$ cat config.mk
export PLATFORM = sky130hd
export DESIGN_NAME = tapt_ctrl
export DESIGN_NICKNAME = d
export VERILOG_FILES = /design/src/tapt_pkg.sv /design/src/tapt_ctrl.sv
export VERILOG_INCLUDE_DIRS = /design/src /design/src/src
export SDC_FILE = /design/constraint.sdc
export NUM_CORES = 1
export LEC_CHECK = 0
export BUFFER_PORTS_ARGS = -buffer_cell sky130_fd_sc_hd__buf_2
export CAP_MARGIN = 10
export CORE_ASPECT_RATIO = 1.4
export CORE_MARGIN = 5
export CORE_UTILIZATION = 41
export CTS_CLUSTER_DIAMETER = 40
export DETAILED_ROUTE_END_ITERATION = 12
export RECOVER_POWER = 50
export SLEW_MARGIN = 25
export SYNTH_ARGS = -nofsm -noshare
export SYNTH_HDL_FRONTEND = slang
export SYNTH_SLANG_ARGS = --single-unit
$ cat constraint.sdc
create_clock -name clk_i -period 2.4 [get_ports clk_i]
set_clock_uncertainty 0.2 [all_clocks]
set_input_delay 0.6 -clock clk_i [delete_from_list [all_inputs] [get_ports clk_i]]
set_output_delay 0.6 -clock clk_i [all_outputs]
set_load 0.005 [all_outputs]
$ cat src/time_averaged_particle_temperature_top_macros.svh
// ----------------------------------------------------------------------------
// Time averaged particle temperature: assertion macros
// Shared concurrent assertion forms, clocked on clk_i and held off in reset.
// ----------------------------------------------------------------------------
`ifndef TIME_AVERAGED_PARTICLE_TEMPERATURE_TOP_MACROS_SVH
`define TIME_AVERAGED_PARTICLE_TEMPERATURE_TOP_MACROS_SVH

// Consequent holds in the same cycle as the antecedent.
`define TAPT_ASSERT_SAME(lbl, ante, cons, msg) \
  lbl: assert property (@(posedge clk_i) disable iff (!rst_ni) (ante) |-> (cons)) \
    else $error(msg);

// Consequent holds in the cycle after the antecedent.
`define TAPT_ASSERT_NEXT(lbl, ante, cons, msg) \
  lbl: assert property (@(posedge clk_i) disable iff (!rst_ni) (ante) |=> (cons)) \
    else $error(msg);

`endif

$ cat src/tapt_pkg.sv
// ----------------------------------------------------------------------------
// Time averaged particle temperature: package
// Operation and register codes, stored record layouts and controller commands.
// ----------------------------------------------------------------------------
package tapt_pkg;

  localparam logic [1:0] OP_DEPOSIT    = 2'd0;
  localparam logic [1:0] OP_START_STEP = 2'd1;
  localparam logic [1:0] OP_FINISH     = 2'd2;

  localparam logic [1:0] CFG_SPECIES    = 2'd0;
  localparam logic [1:0] CFG_START_STEP = 2'd1;
  localparam logic [1:0] CFG_SCALE      = 2'd2;

  localparam int DivW  = 80;
  localparam int DenW  = 32;
  localparam int MulW  = 33;
  localparam int ProdW = 66;
  localparam int VsumW = 40;

  typedef struct packed {
    logic [31:0]             ws;
    logic [2:0][VsumW-1:0]   vs;
    logic [63:0]             ss;
  } step_t;

  typedef struct packed {
    logic [63:0]       ts;
    logic [2:0][63:0]  tv;
  } timed_t;

  typedef enum logic [4:0] {
    DP_NOP, DP_CLEAR, DP_LOAD, DP_TSTEP, DP_FETCH, DP_WV, DP_VACC, DP_SQACC,
    DP_SQLO, DP_SQHI, DP_DEPFIN, DP_WSTEP, DP_STEPCLR, DP_DIVA, DP_DIVT,
    DP_MEAN, DP_DTLO, DP_DTHI, DP_TACC, DP_AVG, DP_AA, DP_SQSUM, DP_SCHI,
    DP_SCLO, DP_TEMP, DP_ZTEMP, DP_EMIT
  } dp_op_e;

  typedef struct packed {
    dp_op_e      op;
    logic [1:0]  comp;
  } cmd_t;

  typedef struct packed {
    logic [1:0] op;
    logic       e_ok;
    logic       species_ok;
    logic       active;
    logic       ws_zero;
    logic       tt_zero;
    logic       div_busy;
    logic       ms_gt;
    logic       clr_last;
  } sts_t;

endpackage

$ cat src/tapt_ctrl.sv
// ----------------------------------------------------------------------------
// Time averaged particle temperature: controller
// Sequences memory clearing, deposits, step starts and element finishing.
// ----------------------------------------------------------------------------
`include "time_averaged_particle_temperature_top_macros.svh"

module tapt_ctrl
  import tapt_pkg::*;
(
  input  logic clk_i,
  input  logic rst_ni,
  input  logic start_i,
  output logic busy_o,
  input  sts_t sts_i,
  output cmd_t cmd_o
);

  typedef enum logic [4:0] {
    S_CLEAR, S_IDLE, S_DECODE, S_FETCH, S_DWV, S_DVACC, S_DSQACC, S_DSQLO,
    S_DSQHI, S_DFIN, S_DWR, S_FCHK, S_FDIV, S_FDIVW, S_FMEAN, S_FDTLO,
    S_FDTHI, S_FTACC, S_FT, S_TDIV, S_TDIVW, S_TAVG, S_TAA, S_TSQ, S_CMP,
    S_SCHI, S_SCLO, S_TEMP, S_FZ, S_EMIT, S_SCLR
  } state_e;

  state_e     state_q, state_d;
  logic [1:0] comp_q, comp_d;

  always_comb begin
    state_d     = state_q;
    comp_d      = comp_q;
    cmd_o.op    = DP_NOP;
    cmd_o.comp  = comp_q;
    unique case (state_q)
      S_CLEAR: begin
        cmd_o.op = DP_CLEAR;
        if (sts_i.clr_last) state_d = S_IDLE;
      end
      S_IDLE: begin
        if (start_i) begin
          cmd_o.op = DP_LOAD;
          state_d  = S_DECODE;
        end
      end
      S_DECODE: begin
        state_d = S_IDLE;
        case (sts_i.op)
          OP_START_STEP: cmd_o.op = DP_TSTEP;
          OP_DEPOSIT: begin
            if (sts_i.e_ok && sts_i.species_ok) state_d = S_FETCH;
          end
          OP_FINISH: begin
            if (sts_i.e_ok) state_d = sts_i.active ? S_FETCH : S_SCLR;
          end
          default: ;
        endcase
      end
      S_FETCH: begin
        cmd_o.op = DP_FETCH;
        comp_d   = 2'd0;
        state_d  = (sts_i.op == OP_DEPOSIT) ? S_DWV : S_FCHK;
      end
      S_DWV: begin
        cmd_o.op = DP_WV;
        state_d  = S_DVACC;
      end
      S_DVACC: begin
        cmd_o.op = DP_VACC;
        state_d  = S_DSQACC;
      end
      S_DSQACC: begin
        cmd_o.op = DP_SQACC;
        if (comp_q == 2'd2) begin
          comp_d  = 2'd0;
          state_d = S_DSQLO;
        end else begin
          comp_d  = comp_q + 2'd1;
          state_d = S_DWV;
        end
      end
      S_DSQLO: begin
        cmd_o.op = DP_SQLO;
        state_d  = S_DSQHI;
      end
      S_DSQHI: begin
        cmd_o.op = DP_SQHI;
        state_d  = S_DFIN;
      end
      S_DFIN: begin
        cmd_o.op = DP_DEPFIN;
        state_d  = S_DWR;
      end
      S_DWR: begin
        cmd_o.op = DP_WSTEP;
        state_d  = S_IDLE;
      end
      S_FCHK: begin
        state_d = sts_i.ws_zero ? S_FT : S_FDIV;
      end
      S_FDIV: begin
        cmd_o.op = DP_DIVA;
        state_d  = S_FDIVW;
      end
      S_FDIVW: begin
        if (!sts_i.div_busy) state_d = S_FMEAN;
      end
      S_FMEAN: begin
        cmd_o.op = DP_MEAN;
        state_d  = S_FDTLO;
      end
      S_FDTLO: begin
        cmd_o.op = DP_DTLO;
        state_d  = S_FDTHI;
      end
      S_FDTHI: begin
        cmd_o.op = DP_DTHI;
        state_d  = S_FTACC;
      end
      S_FTACC: begin
        cmd_o.op = DP_TACC;
        if (comp_q == 2'd3) begin
          state_d = S_FT;
        end else begin
          comp_d  = comp_q + 2'd1;
          state_d = S_FDIV;
        end
      end
      S_FT: begin
        comp_d  = 2'd0;
        state_d = sts_i.tt_zero ? S_FZ : S_TDIV;
      end
      S_TDIV: begin
        cmd_o.op = DP_DIVT;
        state_d  = S_TDIVW;
      end
      S_TDIVW: begin
        if (!sts_i.div_busy) state_d = S_TAVG;
      end
      S_TAVG: begin
        cmd_o.op = DP_AVG;
        if (comp_q == 2'd0) begin
          comp_d  = 2'd1;
          state_d = S_TDIV;
        end else begin
          state_d = S_TAA;
        end
      end
      S_TAA: begin
        cmd_o.op = DP_AA;
        state_d  = S_TSQ;
      end
      S_TSQ: begin
        cmd_o.op = DP_SQSUM;
        if (comp_q == 2'd3) begin
          state_d = S_CMP;
        end else begin
          comp_d  = comp_q + 2'd1;
          state_d = S_TDIV;
        end
      end
      S_CMP: begin
        state_d = sts_i.ms_gt ? S_SCHI : S_FZ;
      end
      S_SCHI: begin
        cmd_o.op = DP_SCHI;
        state_d  = S_SCLO;
      end
      S_SCLO: begin
        cmd_o.op = DP_SCLO;
        state_d  = S_TEMP;
      end
      S_TEMP: begin
        cmd_o.op = DP_TEMP;
        state_d  = S_EMIT;
      end
      S_FZ: begin
        cmd_o.op = DP_ZTEMP;
        state_d  = S_EMIT;
      end
      S_EMIT: begin
        cmd_o.op = DP_EMIT;
        state_d  = S_IDLE;
      end
      S_SCLR: begin
        cmd_o.op = DP_STEPCLR;
        state_d  = S_IDLE;
      end
      default: state_d = S_IDLE;
    endcase
  end

  always_ff @(posedge clk_i or negedge rst_ni) begin
    if (!rst_ni) begin
      state_q <= S_CLEAR;
      comp_q  <= 2'd0;
    end else begin
      state_q <= state_d;
      comp_q  <= comp_d;
    end
  end

  assign busy_o = state_q != S_IDLE;

  `TAPT_ASSERT_NEXT(a_accept_decodes, state_q == S_IDLE && start_i, state_q == S_DECODE, "accepted item was not decoded")
  `TAPT_ASSERT_NEXT(a_div_launch, cmd_o.op == DP_DIVA || cmd_o.op == DP_DIVT, sts_i.div_busy, "divider did not start")
  `TAPT_ASSERT_NEXT(a_clear_holds, state_q == S_CLEAR && !sts_i.clr_last, state_q == S_CLEAR, "clear pass ended early")

endmodule

==> run_results.csv <==
group,metric,value,unit
timing,timing.final.max_slew_violations,0,
grt,grtUsageTotal,19.3,%
pwr,power_frac_comb,80.5,%
timing,rsz0062_at_grt,"yes",
die,fp.dieW,56.2,um
cts,cts_tree,"yes",
logic_synthesis,ys_seq_elements,7,
grt,grt_pass1_wl,6.47,mm
critical_path,path_depth,6,
cts,cts_root_buffer,"clkbuf_8",
logic_synthesis,synthSimpleGateAreaFrac,31.6,%
cts,clockBufferDepth,2,
logic_synthesis,syn_inst,176,
logic_synthesis,synth_xor_area_share,2.14,%
logic_synthesis,synth_edf_count,0,
drt,drtIter0Drc,69,
pwr,p_switching,1220,uW
min_path,hp-class,"reg -> reg",
critical_path,cp_top_family,"flip-flops",
critical_path,cp_slowest_stage_delay,460,ps
drt,drtPass1Iterations,4,
timing,max-slew-margin-rel,73.0,%
drt,wl_per_cell,16.4,um
logic_synthesis,synth_top_cell_area_share,14.3,%
pwr,power_density,1500,nW/um^2
critical_path,worstSetupEndpointType,"output pin",
die,core-area,2880,sq um
die,initial_utilization,42.6,%
final_layout,final_cells,249,
logic_synthesis,synth_cell_type_count,51,
final_layout,area_growth,29.8,%
critical_path,crit_type,"reg -> out",
pwr,intPower,1170,uW
logic_synthesis,synth_top_cell_by_area,"dfrtp_1",
pwr,leakage,0.000687,uW
cts,path_clk_slew,40,ps
final_layout,fin_util,55.3,%
timing,timing.final.ws_setup,44.2,ps
die,rows,23,
drt,wl,4.09,mm
timing,setup_tns,0,ps
place,place_hpwl,2.96,mm
job,maxCapViolCount,0,
critical_path,cp_max_fo,8,
die,num_io_pins,21,
drt,ant_nets,0,
die,dieHeight,74.7,um
cts,cts.sinks,7,
logic_synthesis,syn_nets,193,
logic_synthesis,synth_top_family_by_area,"compound AO/OA/AOI/OAI gates",
logic_synthesis,synthArstFlopShare,100,%
die,die-area,4200,sq um
logic_synthesis,synthMuxAreaShare,3.27,%
drt,via_count,1500,
outcome,status,"finished clean",
critical_path,crit_path_start_kind,"register",
logic_synthesis,syn_avg_cell_area,6.97,sq um
grt,gr-total-overflow,0,
grt,antenna_found_initial,0,
critical_path,path_buf_inv,2,
drt,vias_per_cell,6.02,
grt,grt_max_degree,20,
final_layout,drive_above_1_share,32.1,%
critical_path,arrival,1560,ps
timing,whs,434,ps
final_layout,fillers,287,
grt,first_global_vias,1365,
logic_synthesis,yosys-top-cells-area,"dfrtp_1, nand2_1, buf_2",
timing,fin_crit_sh,98.2,%
min_path,hold_depth,1,
critical_path,r2r_cells,7,
critical_path,rrSetupSlack,280,ps
timing,period_needed,2360,ps
critical_path,required,1600,ps
drt,drc,0,
logic_synthesis,synth_ff_type,"dfrtp_1",
pwr,power_frac_seq,12.3,%
pwr,vdd_drop_max,0.000809,V
logic_synthesis,synthAdderAreaFrac,4.08,%
timing,worstMarginPinSlew,405,ps
final_layout,final_nets,230,
cts,ctsHtreeMaxLevel,1,
pwr,power.share.clock,7.2,%
timing,setup_viol,0,
timing,fmax,0.424,GHz
logic_synthesis,syn_area,1230,sq um
place,dp_slack,162,ps
cts,cts_made_buffers,3,
cts,clk_latency,230,ps
place,io_buffers,20,
logic_synthesis,ys_seq_area_share,14.3,%
pwr,swShare,50.9,%
critical_path,critPathSlowestCell,"dfrtp_2",
final_layout,n_antenna_cell,0,
logic_synthesis,yosysWarnings,0,
logic_synthesis,synth_compound_area_share,34.7,%
place,gp_congestion,0.884,
timing,finalHoldViolations,0,
place,dp_cells,230,
critical_path,cp_cell_sequence,"buf_4, or2_1, a21oi_1, o21ai_0, nand2_1, buf_2",
==> what timing repair did <==
| item | 4_1_cts | 5_1_grt |
|---|---|---|
| hold buffers | 1 | 0 |
| buffers inserted | 0 | 14 |
| endpoints found under the hold margin | 7 | 0 |
| gates resized for setup | 4 | 13 |
| setup endpoints to repair | 5 | 6 |
| pin swaps | 0 | 3 |
==> through the flow <==
step | total power (uW) | cell area, sq um
floorplan | 1460 | 1230
global placement | 1920 | 1390
detailed placement | 1930 | 1390
CTS | 2140 | 1460
global route | 2590 | 1590
finish | 2390 | 1590
==> routing by layer <==
metal / global-route usage, % / share of wire (%) / vias up
met3: 2.40 / 6.0 / 12
li1: - / - / 718
met5: 0 / 0 / -
met4: 8.44 / 2.2 / 0
met2: 35.4 / 52 / 71
met1: 22.6 / 40 / 699
==> worst paths after layout <==
| path | startpoint | end |
|---|---|---|
| max in group asynchronous | rst_ni | state_q[3] |
| worst max-delay path | state_q[1] | cmd_o[5] |
| worst min register to register | state_q[0] | state_q[4] |
| worst max register to register | state_q[1] | comp_q[1] |
| min in group asynchronous | rst_ni | state_q[2] |
| worst min-delay path | state_q[0] | state_q[4] |
==> flip-flops by register name, indices dropped and copies added, names as in the netlist <==
register  count
comp_q        2
state_q       5
==> cell usage after synthesis (2+ instances only) <==
cell type,count
o22ai_1,3
a32oi_1,2
xnor2_1,2
nand4_1,2
nor2b_1,9
o211ai_1,3
nand3b_1,2
a31oi_1,6
clkbuf_1,3
nor2_1,10
dfrtp_1,7
nand2_1,23
o31ai_1,3
a21oi_1,10
ha_1,4
nand3_1,6
o21ai_0,12
nor3_1,4
nor3_2,2
inv_1,7
nand2b_1,7
mux2i_1,4
o2111ai_1,4
a21o_1,2
buf_2,13
==> layout by cell type, fill, tap and decap left out, types with 4 or more instances in the layout <==
cell,count
a21oi_1,10
buf_2,20
dfrtp_2,4
o21ai_0,10
ha_1,4
a31oi_1,6
buf_4,27
nor2b_1,7
nand3_1,6
mux2i_1,4
nor2_1,10
inv_1,6
nand2_1,23
nand2b_1,6
==> kinds of logic after synthesis <==
group	after synthesis
simple gates	74
compound gates	59
buf+inv	25
flops	7
mux	4
fa+ha+maj	4
xor+xnor	3
==> worst register-to-register path, delay by kind of cell (launching register included) <==
family,cells,cell delay (ps)
buf+inv,2,310
flops,1,460
compound gates,1,430
mux,1,280
simple gates,3,340
==> layout make-up <==
type                       instances  area [sq um]  area share, %
multi-input combinational        144           961           60.4
sequential                         7           180           11.3
clock buffer                       3          41.3           2.59
timing repair buffer              50           328           20.6
inverter                           7          30.0           1.89
tap                               37          46.3           2.91
clock inverter                     1          5.00          0.314
==> power groups by stage <==
stage / Clock, uW / Sequential, uW / Combinational [uW]
after floorplan: 0 / 226 / 1240
after global placement: 0 / 317 / 1600
after CTS: 177 / 329 / 1630
after global routing: 183 / 306 / 2100
final: 172 / 294 / 1920
after detailed placement: 0 / 324 / 1610
No activity file was read; power rests on OpenSTA's default activity.
